## src/rtl/ipc_pkg.sv

```systemverilog
// Package for the impedance and phase calibrator.
// Holds widths, reset values, arithmetic constants and the arctangent table.
// The interfaces and the top level depend on it; ipc_div uses no package items.
package ipc_pkg;

	localparam int AngleIterations = 16;
	localparam int AtanTableLen    = 24;
	localparam int AngleSteps      =
		(AngleIterations > AtanTableLen) ? AtanTableLen : AngleIterations;

	localparam int CfgIdxW = 3;
	localparam int CfgDataW = 32;

	localparam logic [CfgIdxW-1:0] REG_GAIN0 = 3'd0;
	localparam logic [CfgIdxW-1:0] REG_GAIN1 = 3'd1;
	localparam logic [CfgIdxW-1:0] REG_GAIN2 = 3'd2;
	localparam logic [CfgIdxW-1:0] REG_GAIN3 = 3'd3;
	localparam logic [CfgIdxW-1:0] REG_OFF0  = 3'd4;
	localparam logic [CfgIdxW-1:0] REG_OFF1  = 3'd5;
	localparam logic [CfgIdxW-1:0] REG_OFF2  = 3'd6;
	localparam logic [CfgIdxW-1:0] REG_OFF3  = 3'd7;

	localparam logic [31:0] GAIN0_RST = 32'd658969840;
	localparam logic [31:0] GAIN1_RST = 32'd663786148;
	localparam logic [31:0] GAIN2_RST = 32'd657518560;
	localparam logic [31:0] GAIN3_RST = 32'd667885079;
	localparam logic [15:0] OFF0_RST  = 16'd27317;
	localparam logic [15:0] OFF1_RST  = 16'd28515;
	localparam logic [15:0] OFF2_RST  = 16'd27495;
	localparam logic [15:0] OFF3_RST  = 16'd29134;
	localparam logic [15:0] MAX_OFFSET = 16'd35999;

	// 10^12 ohms scaled by 2^16 for the gain fraction bits.
	localparam logic [55:0] IMP_NUM    = 56'd65536000000000000;
	localparam logic [23:0] IMP_NUM_HI = IMP_NUM[55:32];

	localparam logic [24:0] QUARTER_TURN = 25'd5898240;
	localparam logic [24:0] HALF_TURN    = 25'd11796480;
	localparam logic [24:0] FULL_TURN    = 25'd23592960;

	localparam logic [15:0] ANG_ZERO  = 16'd0;
	localparam logic [15:0] ANG_90    = 16'd9000;
	localparam logic [15:0] ANG_180   = 16'd18000;
	localparam logic [15:0] ANG_270   = 16'd27000;
	localparam logic [15:0] ANG_360   = 16'd36000;

	// Arctangent of 2^-i in degrees times 65536, rounded.
	function automatic logic [21:0] atan_deg16(input logic [4:0] idx);
		logic [21:0] v;
		unique case (idx)
			5'd0:  v = 22'd2949120;
			5'd1:  v = 22'd1740967;
			5'd2:  v = 22'd919879;
			5'd3:  v = 22'd466945;
			5'd4:  v = 22'd234379;
			5'd5:  v = 22'd117304;
			5'd6:  v = 22'd58666;
			5'd7:  v = 22'd29335;
			5'd8:  v = 22'd14668;
			5'd9:  v = 22'd7334;
			5'd10: v = 22'd3667;
			5'd11: v = 22'd1833;
			5'd12: v = 22'd917;
			5'd13: v = 22'd458;
			5'd14: v = 22'd229;
			5'd15: v = 22'd115;
			5'd16: v = 22'd57;
			5'd17: v = 22'd29;
			5'd18: v = 22'd14;
			5'd19: v = 22'd7;
			5'd20: v = 22'd4;
			5'd21: v = 22'd2;
			5'd22: v = 22'd1;
			default: v = 22'd0;
		endcase
		return v;
	endfunction

endpackage

```

## src/rtl/ipc_if.sv

```systemverilog
// Channel interfaces for the impedance and phase calibrator.
// Depends on ipc_pkg for the configuration port widths.
interface ipc_in_if;
	logic               valid;
	logic               ready;
	logic signed [15:0] real_value;
	logic signed [15:0] imag_value;
	modport source(output valid, real_value, imag_value, input ready);
	modport sink(input valid, real_value, imag_value, output ready);
endinterface

interface ipc_out_if;
	logic               valid;
	logic               ready;
	logic [1:0]         slot_index;
	logic [31:0]        impedance_ohms;
	logic signed [16:0] phase_centideg;
	logic               zero_magnitude;
	logic               decision_valid;
	logic               first_ratio_greater;
	modport source(output valid, slot_index, impedance_ohms, phase_centideg,
		zero_magnitude, decision_valid, first_ratio_greater, input ready);
	modport sink(input valid, slot_index, impedance_ohms, phase_centideg,
		zero_magnitude, decision_valid, first_ratio_greater, output ready);
endinterface

interface ipc_cfg_if;
	logic                          valid;
	logic                          ready;
	logic [ipc_pkg::CfgIdxW-1:0]   index;
	logic [ipc_pkg::CfgDataW-1:0]  data;
	modport source(output valid, index, data, input ready);
	modport sink(input valid, index, data, output ready);
endinterface

```

## src/rtl/ipc_div.sv

```systemverilog
// Iterative restoring divider, one quotient bit per cycle, 32 quotient bits.
// The caller guarantees the quotient fits in 32 bits. Uses no package items.
module ipc_div (
	input  logic        clk,
	input  logic        arst_n,
	input  logic        start,
	input  logic [55:0] num,
	input  logic [47:0] den,
	output logic        done,
	output logic [31:0] quot
);

	logic [47:0] rem_q;
	logic [47:0] den_q;
	logic [31:0] low_q;
	logic [5:0]  cnt_q;
	logic        busy_q;
	logic        done_q;
	logic [48:0] trial;
	logic        ge;

	// The divisor is captured at start; the caller's bus may change afterwards.
	assign trial = {rem_q, low_q[31]};
	assign ge    = trial >= {1'b0, den_q};

	always_ff @(posedge clk or negedge arst_n) begin
		if (!arst_n) begin
			busy_q <= 1'b0;
			done_q <= 1'b0;
			cnt_q  <= '0;
		end else begin
			done_q <= 1'b0;
			if (start) begin
				busy_q <= 1'b1;
				cnt_q  <= 6'd32;
			end else if (busy_q) begin
				cnt_q <= cnt_q - 6'd1;
				if (cnt_q == 6'd1) begin
					busy_q <= 1'b0;
					done_q <= 1'b1;
				end
			end
		end
	end

	always_ff @(posedge clk) begin
		if (start) begin
			rem_q <= {24'd0, num[55:32]};
			low_q <= num[31:0];
			den_q <= den;
		end else if (busy_q) begin
			rem_q <= ge ? 48'(trial - {1'b0, den_q}) : trial[47:0];
			low_q <= {low_q[30:0], ge};
		end
	end

	assign done = done_q;
	assign quot = low_q;

endmodule

```

## src/rtl/impedance_phase_calibrator.sv

```systemverilog
// Top level of the impedance and phase calibrator: sequencer, shared
// multiplier, square root, CORDIC angle and ratio test around ipc_div.
// Depends on ipc_pkg, the interfaces in ipc_if.sv and ipc_div.
//
// Channel  Role    Handshake    Contents
// sample   sink    valid/ready  real_value, imag_value (signed 16 bit)
// result   source  valid/ready  slot_index, impedance_ohms, phase_centideg, flags
// cfg      sink    valid/ready  index (3 bit), data (32 bit); ready is always high
//
// A request runs through squaring, the 16-step square root, the 32-step divider
// (skipped when the divisor is zero or the quotient would be oversized) and the
// 16-step CORDIC loop to the result register; slot 3 adds the ratio test.
// A new request is taken in the cycle after the result is loaded.
// Reset clears the sequencer, slot counter and result valid, and restores cfg defaults.
// A finished result waits in the output register while the next request is
// taken; the sequencer holds in its last state only if that register is full.
module impedance_phase_calibrator (
	input  logic       clk,
	input  logic       arst_n,
	ipc_in_if.sink     sample,
	ipc_out_if.source  result,
	ipc_cfg_if.sink    cfg
);

	// Sequencer states.
	localparam logic [3:0] S_IDLE    = 4'd0;
	localparam logic [3:0] S_SQRE    = 4'd1;
	localparam logic [3:0] S_SQIM    = 4'd2;
	localparam logic [3:0] S_SQADD   = 4'd3;
	localparam logic [3:0] S_SQRT    = 4'd4;
	localparam logic [3:0] S_DEN     = 4'd5;
	localparam logic [3:0] S_DIVGO   = 4'd6;
	localparam logic [3:0] S_DIVWAIT = 4'd7;
	localparam logic [3:0] S_SAVE    = 4'd8;
	localparam logic [3:0] S_CORDIC  = 4'd9;
	localparam logic [3:0] S_PHMUL   = 4'd10;
	localparam logic [3:0] S_PHASE   = 4'd11;
	localparam logic [3:0] S_R1      = 4'd12;
	localparam logic [3:0] S_R2      = 4'd13;
	localparam logic [3:0] S_R3      = 4'd14;
	localparam logic [3:0] S_OUT     = 4'd15;

	localparam logic [4:0] CORDIC_LAST = 5'(ipc_pkg::AngleSteps - 1);

	logic [3:0]  state_q;
	logic [1:0]  slot_q;

	// Configuration registers.
	logic [31:0] gain_q [4];
	logic [15:0] off_q  [4];

	// Operands of the request.
	logic        sign_re_q, sign_im_q;
	logic [16:0] are_q, aim_q;

	// Shared multiplier: one 32 by 32 product per cycle, registered.
	logic [31:0] mul_a, mul_b;
	logic [63:0] prod_q;

	// Square root.
	logic [31:0] sq_v_q;
	logic [17:0] sq_rem_q;
	logic [15:0] sq_root_q;
	logic [19:0] sq_rem_n, sq_trial;
	logic [4:0]  cnt_q;

	// Impedance and divider.
	logic [31:0] imp_q;
	logic        zero_q;
	logic [47:0] den;
	logic        div_start, div_done;
	logic [31:0] div_quot;
	logic [31:0] store_q [4];

	// CORDIC.
	logic signed [27:0] x_q, y_q, x_sh, y_sh;
	logic signed [24:0] z_q, z_step;
	logic [24:0]        z_clamp, full_ang;

	// Phase and ratio.
	logic [15:0]        ang_rnd, ang_wrap, ang, off_c;
	logic signed [16:0] phase_q;
	logic [63:0]        ratio_q;
	logic               greater_q;
	logic               out_free;

	assign sample.ready = (state_q == S_IDLE);
	assign cfg.ready    = 1'b1;
	assign out_free     = !result.valid || result.ready;

	// Configuration writes.
	always_ff @(posedge clk or negedge arst_n) begin
		if (!arst_n) begin
			gain_q[0] <= ipc_pkg::GAIN0_RST;
			gain_q[1] <= ipc_pkg::GAIN1_RST;
			gain_q[2] <= ipc_pkg::GAIN2_RST;
			gain_q[3] <= ipc_pkg::GAIN3_RST;
			off_q[0]  <= ipc_pkg::OFF0_RST;
			off_q[1]  <= ipc_pkg::OFF1_RST;
			off_q[2]  <= ipc_pkg::OFF2_RST;
			off_q[3]  <= ipc_pkg::OFF3_RST;
		end else if (cfg.valid) begin
			unique case (cfg.index)
				ipc_pkg::REG_GAIN0: gain_q[0] <= cfg.data;
				ipc_pkg::REG_GAIN1: gain_q[1] <= cfg.data;
				ipc_pkg::REG_GAIN2: gain_q[2] <= cfg.data;
				ipc_pkg::REG_GAIN3: gain_q[3] <= cfg.data;
				ipc_pkg::REG_OFF0:  off_q[0]  <= cfg.data[15:0];
				ipc_pkg::REG_OFF1:  off_q[1]  <= cfg.data[15:0];
				ipc_pkg::REG_OFF2:  off_q[2]  <= cfg.data[15:0];
				ipc_pkg::REG_OFF3:  off_q[3]  <= cfg.data[15:0];
				default: ;
			endcase
		end
	end

	// The multiplier operands are chosen by the sequencer state.
	always_comb begin
		mul_a = '0;
		mul_b = '0;
		unique case (state_q)
			S_SQRE: begin
				mul_a = {15'd0, are_q};
				mul_b = {15'd0, are_q};
			end
			S_SQIM: begin
				mul_a = {15'd0, aim_q};
				mul_b = {15'd0, aim_q};
			end
			S_DEN: begin
				mul_a = gain_q[slot_q];
				mul_b = {16'd0, sq_root_q};
			end
			S_PHMUL: begin
				mul_a = {7'd0, full_ang};
				mul_b = 32'd100;
			end
			S_R1: begin
				mul_a = store_q[0];
				mul_b = store_q[3];
			end
			S_R2: begin
				mul_a = store_q[2];
				mul_b = store_q[1];
			end
			default: ;
		endcase
	end

	always_ff @(posedge clk) begin
		prod_q <= 64'(mul_a) * 64'(mul_b);
	end

	// One result bit of the square root per cycle.
	assign sq_rem_n = {sq_rem_q, sq_v_q[31:30]};
	assign sq_trial = {2'b00, sq_root_q, 2'b01};

	// One CORDIC rotation per cycle; the arithmetic shifts round toward minus infinity.
	assign x_sh   = x_q >>> cnt_q;
	assign y_sh   = y_q >>> cnt_q;
	assign z_step = 25'(ipc_pkg::atan_deg16(cnt_q));

	// First-quadrant angle clamped to [0, 90 degrees], then mapped to its quadrant.
	always_comb begin
		if (z_q < 0) begin
			z_clamp = '0;
		end else if (z_q > $signed(ipc_pkg::QUARTER_TURN)) begin
			z_clamp = ipc_pkg::QUARTER_TURN;
		end else begin
			z_clamp = z_q;
		end
		priority if (sign_re_q && !sign_im_q) begin
			full_ang = ipc_pkg::HALF_TURN - z_clamp;
		end else if (sign_re_q) begin
			full_ang = ipc_pkg::HALF_TURN + z_clamp;
		end else if (sign_im_q) begin
			full_ang = ipc_pkg::FULL_TURN - z_clamp;
		end else begin
			full_ang = z_clamp;
		end
	end

	// Angle in hundredths of a degree; axis directions are exact.
	assign ang_rnd  = 16'((prod_q[31:0] + 32'd32768) >> 16);
	assign ang_wrap = (ang_rnd >= ipc_pkg::ANG_360) ? (ang_rnd - ipc_pkg::ANG_360) : ang_rnd;
	always_comb begin
		priority if (aim_q == '0) begin
			ang = sign_re_q ? ipc_pkg::ANG_180 : ipc_pkg::ANG_ZERO;
		end else if (are_q == '0) begin
			ang = sign_im_q ? ipc_pkg::ANG_270 : ipc_pkg::ANG_90;
		end else begin
			ang = ang_wrap;
		end
	end
	assign off_c = (off_q[slot_q] > ipc_pkg::MAX_OFFSET) ? ipc_pkg::MAX_OFFSET : off_q[slot_q];

	assign den       = prod_q[47:0];
	assign div_start = (state_q == S_DIVGO) && (den != '0) && ({24'd0, ipc_pkg::IMP_NUM_HI} < den);

	ipc_div u_div (
		.clk    (clk),
		.arst_n (arst_n),
		.start  (div_start),
		.num    (ipc_pkg::IMP_NUM),
		.den    (den),
		.done   (div_done),
		.quot   (div_quot)
	);

	// Sequencer.
	always_ff @(posedge clk or negedge arst_n) begin
		if (!arst_n) begin
			state_q      <= S_IDLE;
			slot_q       <= '0;
			result.valid <= 1'b0;
		end else begin
			// A new result may replace one that leaves in the same cycle.
			if ((state_q == S_OUT) && out_free) begin
				result.valid <= 1'b1;
			end else if (result.valid && result.ready) begin
				result.valid <= 1'b0;
			end
			unique case (state_q)
				S_IDLE: begin
					if (sample.valid) begin
						state_q <= S_SQRE;
					end
				end
				S_SQRE:  state_q <= S_SQIM;
				S_SQIM:  state_q <= S_SQADD;
				S_SQADD: state_q <= S_SQRT;
				S_SQRT: begin
					if (cnt_q == 5'd15) begin
						state_q <= S_DEN;
					end
				end
				S_DEN: state_q <= S_DIVGO;
				S_DIVGO: state_q <= div_start ? S_DIVWAIT : S_SAVE;
				S_DIVWAIT: begin
					if (div_done) begin
						state_q <= S_SAVE;
					end
				end
				S_SAVE: state_q <= S_CORDIC;
				S_CORDIC: begin
					if (cnt_q == CORDIC_LAST) begin
						state_q <= S_PHMUL;
					end
				end
				S_PHMUL: state_q <= S_PHASE;
				S_PHASE: state_q <= (slot_q == 2'd3) ? S_R1 : S_OUT;
				S_R1:    state_q <= S_R2;
				S_R2:    state_q <= S_R3;
				S_R3:    state_q <= S_OUT;
				S_OUT: begin
					if (out_free) begin
						slot_q  <= slot_q + 2'd1;
						state_q <= S_IDLE;
					end
				end
				default: state_q <= S_IDLE;
			endcase
		end
	end

	// Datapath registers.
	always_ff @(posedge clk) begin
		unique case (state_q)
			S_IDLE: begin
				sign_re_q <= sample.real_value[15];
				sign_im_q <= sample.imag_value[15];
				are_q <= sample.real_value[15] ?
					(17'd0 - {1'b1, sample.real_value}) : {1'b0, sample.real_value};
				aim_q <= sample.imag_value[15] ?
					(17'd0 - {1'b1, sample.imag_value}) : {1'b0, sample.imag_value};
			end
			S_SQADD: begin
				sq_v_q    <= prod_q[31:0] + sq_v_q;
				sq_rem_q  <= '0;
				sq_root_q <= '0;
				cnt_q     <= '0;
			end
			S_SQIM: sq_v_q <= prod_q[31:0];
			S_SQRT: begin
				sq_v_q <= {sq_v_q[29:0], 2'b00};
				cnt_q  <= cnt_q + 5'd1;
				if (sq_rem_n >= sq_trial) begin
					sq_rem_q  <= 18'(sq_rem_n - sq_trial);
					sq_root_q <= {sq_root_q[14:0], 1'b1};
				end else begin
					sq_rem_q  <= sq_rem_n[17:0];
					sq_root_q <= {sq_root_q[14:0], 1'b0};
				end
			end
			S_DIVGO: begin
				zero_q <= (sq_root_q == '0);
				imp_q  <= '1;
			end
			S_DIVWAIT: begin
				if (div_done) begin
					imp_q <= div_quot;
				end
			end
			S_SAVE: begin
				store_q[slot_q] <= imp_q;
				x_q   <= 28'({are_q, 8'd0});
				y_q   <= 28'({aim_q, 8'd0});
				z_q   <= '0;
				cnt_q <= '0;
			end
			S_CORDIC: begin
				cnt_q <= cnt_q + 5'd1;
				if (y_q >= 0) begin
					x_q <= x_q + y_sh;
					y_q <= y_q - x_sh;
					z_q <= z_q + z_step;
				end else begin
					x_q <= x_q - y_sh;
					y_q <= y_q + x_sh;
					z_q <= z_q - z_step;
				end
			end
			S_PHASE: begin
				phase_q   <= $signed({1'b0, ang}) - $signed({1'b0, off_c});
				greater_q <= 1'b0;
			end
			S_R2: ratio_q <= prod_q;
			S_R3: greater_q <= (ratio_q > prod_q);
			S_OUT: begin
				if (out_free) begin
					result.slot_index          <= slot_q;
					result.impedance_ohms      <= imp_q;
					result.phase_centideg      <= phase_q;
					result.zero_magnitude      <= zero_q;
					result.decision_valid      <= (slot_q == 2'd3);
					result.first_ratio_greater <= greater_q;
				end
			end
			default: ;
		endcase
	end

endmodule
```

## src/flat_wrapper.sv

```systemverilog
// flat-port wrapper written by rule: the top's interface ports become plain ports
module impedance_phase_calibrator_flat 
  (clk, arst_n, sample_valid, sample_real_value, sample_imag_value, sample_ready, result_valid, result_slot_index, result_impedance_ohms, result_phase_centideg, result_zero_magnitude, result_decision_valid, result_first_ratio_greater, result_ready, cfg_valid, cfg_index, cfg_data, cfg_ready);
  ipc_in_if sample_i ();
  ipc_out_if result_i ();
  ipc_cfg_if cfg_i ();
  input  logic clk;
  input  logic arst_n;
  input wire logic [$bits(sample_i.valid)-1:0] sample_valid;
  input wire logic [$bits(sample_i.real_value)-1:0] sample_real_value;
  input wire logic [$bits(sample_i.imag_value)-1:0] sample_imag_value;
  output wire logic [$bits(sample_i.ready)-1:0] sample_ready;
  output wire logic [$bits(result_i.valid)-1:0] result_valid;
  output wire logic [$bits(result_i.slot_index)-1:0] result_slot_index;
  output wire logic [$bits(result_i.impedance_ohms)-1:0] result_impedance_ohms;
  output wire logic [$bits(result_i.phase_centideg)-1:0] result_phase_centideg;
  output wire logic [$bits(result_i.zero_magnitude)-1:0] result_zero_magnitude;
  output wire logic [$bits(result_i.decision_valid)-1:0] result_decision_valid;
  output wire logic [$bits(result_i.first_ratio_greater)-1:0] result_first_ratio_greater;
  input wire logic [$bits(result_i.ready)-1:0] result_ready;
  input wire logic [$bits(cfg_i.valid)-1:0] cfg_valid;
  input wire logic [$bits(cfg_i.index)-1:0] cfg_index;
  input wire logic [$bits(cfg_i.data)-1:0] cfg_data;
  output wire logic [$bits(cfg_i.ready)-1:0] cfg_ready;
  assign sample_i.valid = sample_valid;
  assign sample_i.real_value = sample_real_value;
  assign sample_i.imag_value = sample_imag_value;
  assign sample_ready = sample_i.ready;
  assign result_valid = result_i.valid;
  assign result_slot_index = result_i.slot_index;
  assign result_impedance_ohms = result_i.impedance_ohms;
  assign result_phase_centideg = result_i.phase_centideg;
  assign result_zero_magnitude = result_i.zero_magnitude;
  assign result_decision_valid = result_i.decision_valid;
  assign result_first_ratio_greater = result_i.first_ratio_greater;
  assign result_i.ready = result_ready;
  assign cfg_i.valid = cfg_valid;
  assign cfg_i.index = cfg_index;
  assign cfg_i.data = cfg_data;
  assign cfg_ready = cfg_i.ready;
  impedance_phase_calibrator u_core (.clk(clk), .arst_n(arst_n), .sample(sample_i), .result(result_i), .cfg(cfg_i));
endmodule
```

## config.mk

```make
export PLATFORM = sky130hd
export DESIGN_NAME = impedance_phase_calibrator_flat
export DESIGN_NICKNAME = d
export VERILOG_FILES = /design/src/rtl/ipc_pkg.sv /design/src/rtl/ipc_if.sv /design/src/rtl/ipc_div.sv /design/src/rtl/impedance_phase_calibrator.sv /design/src/flat_wrapper.sv
export SDC_FILE = /design/constraint.sdc
export NUM_CORES = 2
export LEC_CHECK = 0
export BUFFER_PORTS_ARGS = -buffer_cell sky130_fd_sc_hd__buf_2
export CORE_MARGIN = 5
export CORE_UTILIZATION = 49
export CTS_CLUSTER_SIZE = 40
export DETAILED_ROUTE_END_ITERATION = 12
export MAX_ROUTING_LAYER = met4
export SLEW_MARGIN = 30
export SYNTH_ARGS = -nofsm -noshare
export SYNTH_HDL_FRONTEND = slang
export SYNTH_SLANG_ARGS = --single-unit
```

## constraint.sdc

```tcl
create_clock -name clk -period 13.48 [get_ports clk]
set_input_delay 1.348 -clock clk [delete_from_list [all_inputs] [get_ports clk]]
set_output_delay 1.348 -clock clk [all_outputs]
set_load 0.1 [all_outputs]
```

Yosys cells after proc, flatten, opt, wreduce, memory -nomap -nowiden
Memories as Yosys holds them, arrays and structs flattened. A register that Yosys moved wholly into a read port is not among the register bits.
Cells that the tools add are included.
Cells by class
  eq/ne operators: 30
  reduce and logical (&&, ||, !) cells: 35
  bitwise logic cells: 1
  $lt $le $gt $ge: 10
  multiply operators: 1
  divide/modulo/power cells: 0
  shifts and indexed selects: 2
  mux-type cells: 58
  $add $sub $neg: 20
Operators by type and width (number)
  $pmux W32 S6: 2
  $mux W25: 6
  $pmux W28 S2: 2
  $mux W16: 6
  $mux W32: 3
  $pmux W32 S3: 1
  $bmux W32 S2: 1
  $gt A64 B64 Y1: 1
  $mul A32 B32 Y64: 1
  $pmux W32 S2: 1
  $pmux W4 S16: 1
  $mux W15: 4
  $add A28 B28 Y28: 2
  $mux W28: 2
  $sshr A28 B5 Y28: 2
  $sub A28 B28 Y28: 2
  $pmux W25 S2: 1
  $ge A49 B48 Y1: 1
  $lt A24 B48 Y1 const A: 1
  $mux W48: 1
  $reduce_bool A48 Y1: 1
  $sub A48 B48 Y48: 1
  $pmux W18 S2: 1
  $logic_not A17 Y1: 2
  55 further kinds: 111
Storage, ports and cells
  bits in latches: 0
  bits in registers: 756
  output and inout port bits: 57
  memory bits (writable): 128
  memories kept: 2
  word-level logic and storage cells: 201
  memory bits (read-only): 704
Memory list
  (no name shown): depth 32, width 22, read ports 1, clocked after Yosys merged registers in 1, wr ports 0, line ipc_pkg.sv:50  | unique case (idx)
  u_core.store_q: depth 4, width 32, read ports 4, clocked after Yosys merged registers in 0, wr ports 1, line impedance_phase_calibrator.sv:73  | logic [31:0] store_q [4];

Longest topological paths before layout
  word-level depth: 9
  mapped depth: 44

By module
From an unflattened synthesis, not the netlist that was laid out.
Second synthesis, totals
  cells, all modules: 8578
  area total of the unflattened synthesis: 85411.9 µm²
By module, submodules not included
  impedance_phase_calibrator: area each 76866.2 µm², instances 1, cells an instance 7713
  ipc_div: area each 8545.7 µm², instances 1, cells an instance 865

Worst setup path after synthesis
No wires, ideal clock.
  kind: reg-to-reg
  from: register u_core.state_q[1]
  to: register u_core.prod_q[54]
  required time: 13.418 ns
  stages on the path, launching flop included: 32
  path slack: 2.868 ns
  arrival: 10.550 ns
  clock period less this slack: 10.612 ns
  library setup time: 0.062 ns
  cell sequence: dfrtp_1 -> clkbuf_1 -> nand2b_1 -> nor2_1 -> clkbuf_1 -> buf_1 -> a22o_1 -> clkbuf_1 -> nand2_1 -> fa_1 -> fa_1 -> fa_1 -> fa_1 -> inv_1 -> fa_1 -> fa_1 -> fa_1 -> inv_1 -> fa_1 -> inv_1 -> ha_1 -> clkbuf_1 -> a21o_1 -> a21o_1 -> a21oi_1 -> o21ai_0 -> nor3_1 -> a211oi_1 -> o211ai_1 -> a21oi_1 -> or4b_2 -> nand3_1
Between the ends
  longest elaborated chain between the ends: 3
RTL lines
  start: declaration: line impedance_phase_calibrator.sv:45  | logic [3:0] state_q;
  start signal: assignment: line impedance_phase_calibrator.sv:238  | S_DIVGO: state_q <= div_start ? S_DIVWAIT : S_SAVE;
  start signal: assignment: line impedance_phase_calibrator.sv:251  | S_PHASE: state_q <= (slot_q == 2'd3) ? S_R1 : S_OUT;
  $eq A4 B4 Y1, or another cell as far along: line impedance_phase_calibrator.sv:121  | unique case (state_q)
  $pmux W32 S6: line impedance_phase_calibrator.sv:121
  $mul A32 B32 Y64 (*): line impedance_phase_calibrator.sv:151  | prod_q <= 64'(mul_a) * 64'(mul_b);
  end signal: assignment: line impedance_phase_calibrator.sv:151
  end: declaration: line impedance_phase_calibrator.sv:58  | logic [63:0] prod_q;
Mark *: on every way between the ends. The rest lies on a longest branch, timed or not.
A chain may end at the register's enable or synchronous reset.

Worst setup path after layout
  from: register u_core.z_q[4]
  to: register u_core.prod_q[61]
Between the ends
  longest elaborated chain between the ends: 9
RTL lines
  start: declaration: line impedance_phase_calibrator.sv:77  | logic signed [24:0] z_q, z_step;
  start signal: assignment: line impedance_phase_calibrator.sv:316  | z_q <= z_q + z_step;
  start signal: assignment: line impedance_phase_calibrator.sv:320  | z_q <= z_q - z_step;
  $gt A25 B24 Y1: line impedance_phase_calibrator.sv:167  | end else if (z_q > $signed(ipc_pkg::QUARTER_TURN)) begin
  $mux W25: line impedance_phase_calibrator.sv:167
  $mux W25 (*): line impedance_phase_calibrator.sv:165  | if (z_q < 0) begin
  $sub A25 B25 Y25: line impedance_phase_calibrator.sv:177  | full_ang = ipc_pkg::FULL_TURN - z_clamp;
  $mux W25: line impedance_phase_calibrator.sv:176  | end else if (sign_im_q) begin
  $mux W25: line impedance_phase_calibrator.sv:174  | end else if (sign_re_q) begin
  $mux W25 (*): line impedance_phase_calibrator.sv:172  | priority if (sign_re_q && !sign_im_q) begin
  $pmux W32 S6 (*): line impedance_phase_calibrator.sv:121
  $mul A32 B32 Y64 (*): line impedance_phase_calibrator.sv:151
Marks and branches as above.

==> impl_metrics.tcl <==
set metrics [dict create \
    layout_commonest_cell "inv_1" \
    grt_max_degree 100 \
    synth_warnings 0 \
    grt_pass1_wl_um 426000 \
    antenna_found_initial 13 \
    critical_path_buf_inv_count 7 \
    worstSetupPathType "reg2reg" \
    grt_usage_pct 32.1 \
    min_path_type "reg2reg" \
    htreeDepth 3 \
    n_fill_cell 15900 \
    drv_cap 0 \
    cts_root_buf "clkbuf_16" \
    synth_ff_type "edfxtp_1" \
    run_status "completed" \
    ir_drop_mv 0.252 \
    seq_area_sq_mm 0.0246 \
    hold_viol_final 0 \
    power_density_mw_per_mm2 280 \
    start_util_pct 49.1 \
    cts-resized-gates 0 \
    cts_hold_buf 0 \
    p_leak_nw 40.7 \
    cts_tree "built" \
    drive_gt1_share_pct 11.6 \
    crit_slowest_cell "o2111a_1" \
    arrival_ns 13.03 \
    crit_top_cell "fa_1" \
    cp.depth 38 \
    wire_per_inst_um 25.7 \
    cp-endpoint "u_core.prod_q[61]" \
    antenna_left 0 \
    clkTransAtPathRegs_ns 0.06 \
    portBuffers 127 \
    rows 153 \
    synth_seq_cells 906 \
    nets 10200 \
    grt_pass1_vias 66900 \
    clkSinkCount 906 \
    viasPerCell 5.94 \
    via_count 66000 \
    core_area_sq_mm 0.174 \
    synth_edf_count 533 \
    instances_no_fill 11100 \
    start_kind "flop" \
    finalCritPeriodShare_pct 91.4 \
    most-common-layout-cells "inv_1 (1245), nand2_1 (990), fa_1 (902)" \
    finish.utilization_pct 53.2 \
    clock.fmax_mhz 81.1 \
    crit_family "adder cells" \
    endpoint_kind "flop" \
    multi_input_area_sq_mm 0.0546 \
    synthCells 8704 \
    drv_slew 0 \
    min_period_ns 12.33 \
    ios 129 \
    timing.hold.ws_ns 0.419 \
    synth.top_cell.area_share_pct 21.2 \
    clock_skew_ns 0.0799 \
    crit_start "u_core.z_q[4]" \
    r2r-end "u_core.prod_q[61]" \
    gp_congestion 0.993 \
    setup_tns_ns 0 \
    synth-seq-area-share_pct 28.9 \
    cts_buffer_depth 3 \
    synth_area_leaders "fa_1 (21%), edfxtp_1 (19%), ha_1 (8.0%), inv_1 (5.5%), nand2_1 (4.4%)" \
    rsz0062_at_grt "no" \
    syn_to_final_growth_pct 8.17 \
    drt_iter0_drc 5825 \
    r2r_cells 38 \
    overflow 0 \
    die_x_um 427 \
    drc 0 \
    ys_types 96 \
    first_pass_iters 6 \
    finalSetupViolations 0 \
    max_stage_delay_ns 1.01 \
    worst_slew_pin_slew_ns 1.16 \
    routed_wl_um 285000 \
    cts-buffers-inserted 99 \
    dp_hpwl_um 218000 \
    required_ns 14.18 \
    crit_fanout 15 \
    die_h_um 427 \
    synth_area_leader_cell "fa_1" \
    post-cts-setup-buffer-count 0 \
    die_area_sq_mm 0.183 \
    avgSynthCellArea_sq_um 9.80 \
    dp.cells 10900 \
    clkLatencyLatePin_ns 0.77 \
    r2r_start "u_core.z_q[4]" \
    async_flop_share_pct 22.8 \
    r2r_setup_slack_ns 1.15 \
    slew_headroom_pct 22.8 \
    synth_area_sq_mm 0.0853 \
]
[synthesized netlist by cell type, types with 72 or more instances]
master       n
a21o_1     157
a21oi_1    351
a22oi_1     92
clkbuf_1   356
dfrtp_1    109
dfstp_2     98
dfxtp_1    166
edfxtp_1   533
fa_1       902
ha_1       544
inv_1     1245
mux2_2     228
mux2i_1    121
mux4_2      93
nand2_1    993
nand2b_1    72
nand3_1     82
nor2_1     864
nor3_1      79
o21ai_0    277
xnor2_1    231
xor2_1     124
[routing by layer]
metal / track usage [%] / up-vias / part of all wire, %
li1: - / 29100 / -
met1: 39.4 / 33400 / 39
met2: 50.3 / 2642 / 46
met3: 5.47 / 823 / 7.3
met4: 18.7 / 0 / 7.4
met5: - / - / 0
[cell families after synthesis]
group                      share of synthesized area [%]
DFF                                                 28.9
other                                            0.00880
buffers and inverters                               7.53
AOI/OAI and AO/OA                                   10.5
xor gates and xnor gates                            3.64
muxes                                               7.45
and+or+nand+nor                                     12.8
adders and majority gates                           29.1
[where the power goes]
part / total [mW] / leakage [nW] / switching [mW] / internal, mW
clock: 2.83 / 1.66 / 1.22 / 1.61
sequential: 4.78 / 8.56 / 0.774 / 4.00
combinational: 18.2 / 30.5 / 11.8 / 6.41
total: 25.8 / 40.7 / 13.8 / 12.0
[worst min path at each step]
stage                                  from                           endpoint  depth (start not counted)
after global routing      u_core.phase_q[1]    u_core.result.phase_centideg[1]                          0
after detailed placement  u_core.phase_q[1]    u_core.result.phase_centideg[1]                          0
final                     u_core.phase_q[1]    u_core.result.phase_centideg[1]                          0
after global placement    u_core.phase_q[2]    u_core.result.phase_centideg[2]                          0
after floorplan            u_core.greater_q  u_core.result.first_ratio_greater                          0
after CTS                 u_core.phase_q[1]    u_core.result.phase_centideg[1]                          0
[metrics by stage]
stage | total power, mW | instance area (sq um) | worst slack [ns]
after floorplan | 16.7 | 85300 | 2.87
after detailed placement | 22.7 | 88700 | 1.35
after global routing | 27.6 | 92300 | 0.705
after global placement | 22.4 | 88600 | 1.18
final | 25.8 | 92300 | 1.15
after CTS | 25.6 | 92200 | 1.41
[flip-flops by register name, summed over array words and instances, names as in the netlist, 4 cells and up]
| signal | count |
|---|---|
| u_core.gain_q | 128 |
| u_core.store_q | 128 |
| u_core.off_q | 64 |
| u_core.prod_q | 64 |
| u_core.ratio_q | 64 |
| u_core.u_div.den_q | 48 |
| u_core.u_div.rem_q | 48 |
| u_core.imp_q | 32 |
| u_core.result.impedance_ohms | 32 |
| u_core.sq_v_q | 32 |
| u_core.u_div.quot | 32 |
| u_core.x_q | 28 |
| u_core.y_q | 28 |
| u_core.z_q | 25 |
| u_core.z_step | 22 |
| u_core.sq_rem_q | 18 |
| u_core.aim_q | 17 |
| u_core.are_q | 17 |
| u_core.phase_q | 17 |
| u_core.result.phase_centideg | 17 |
| u_core.sq_root_q | 16 |
| u_core.u_div.cnt_q | 6 |
| u_core.cnt_q | 5 |
| u_core.state_q | 4 |
[final cells by class]
class	instances	area share, %
multi-input cells	6133	59.1
flip-flops and latches	906	26.7
inverters	1248	5.08
well taps	2325	3.15
clock buffers	136	3.07
repair buffers	302	2.21
clock inverters	52	0.657
diodes	13	0.0352
No activity file was read; power rests on OpenSTA's default activity.
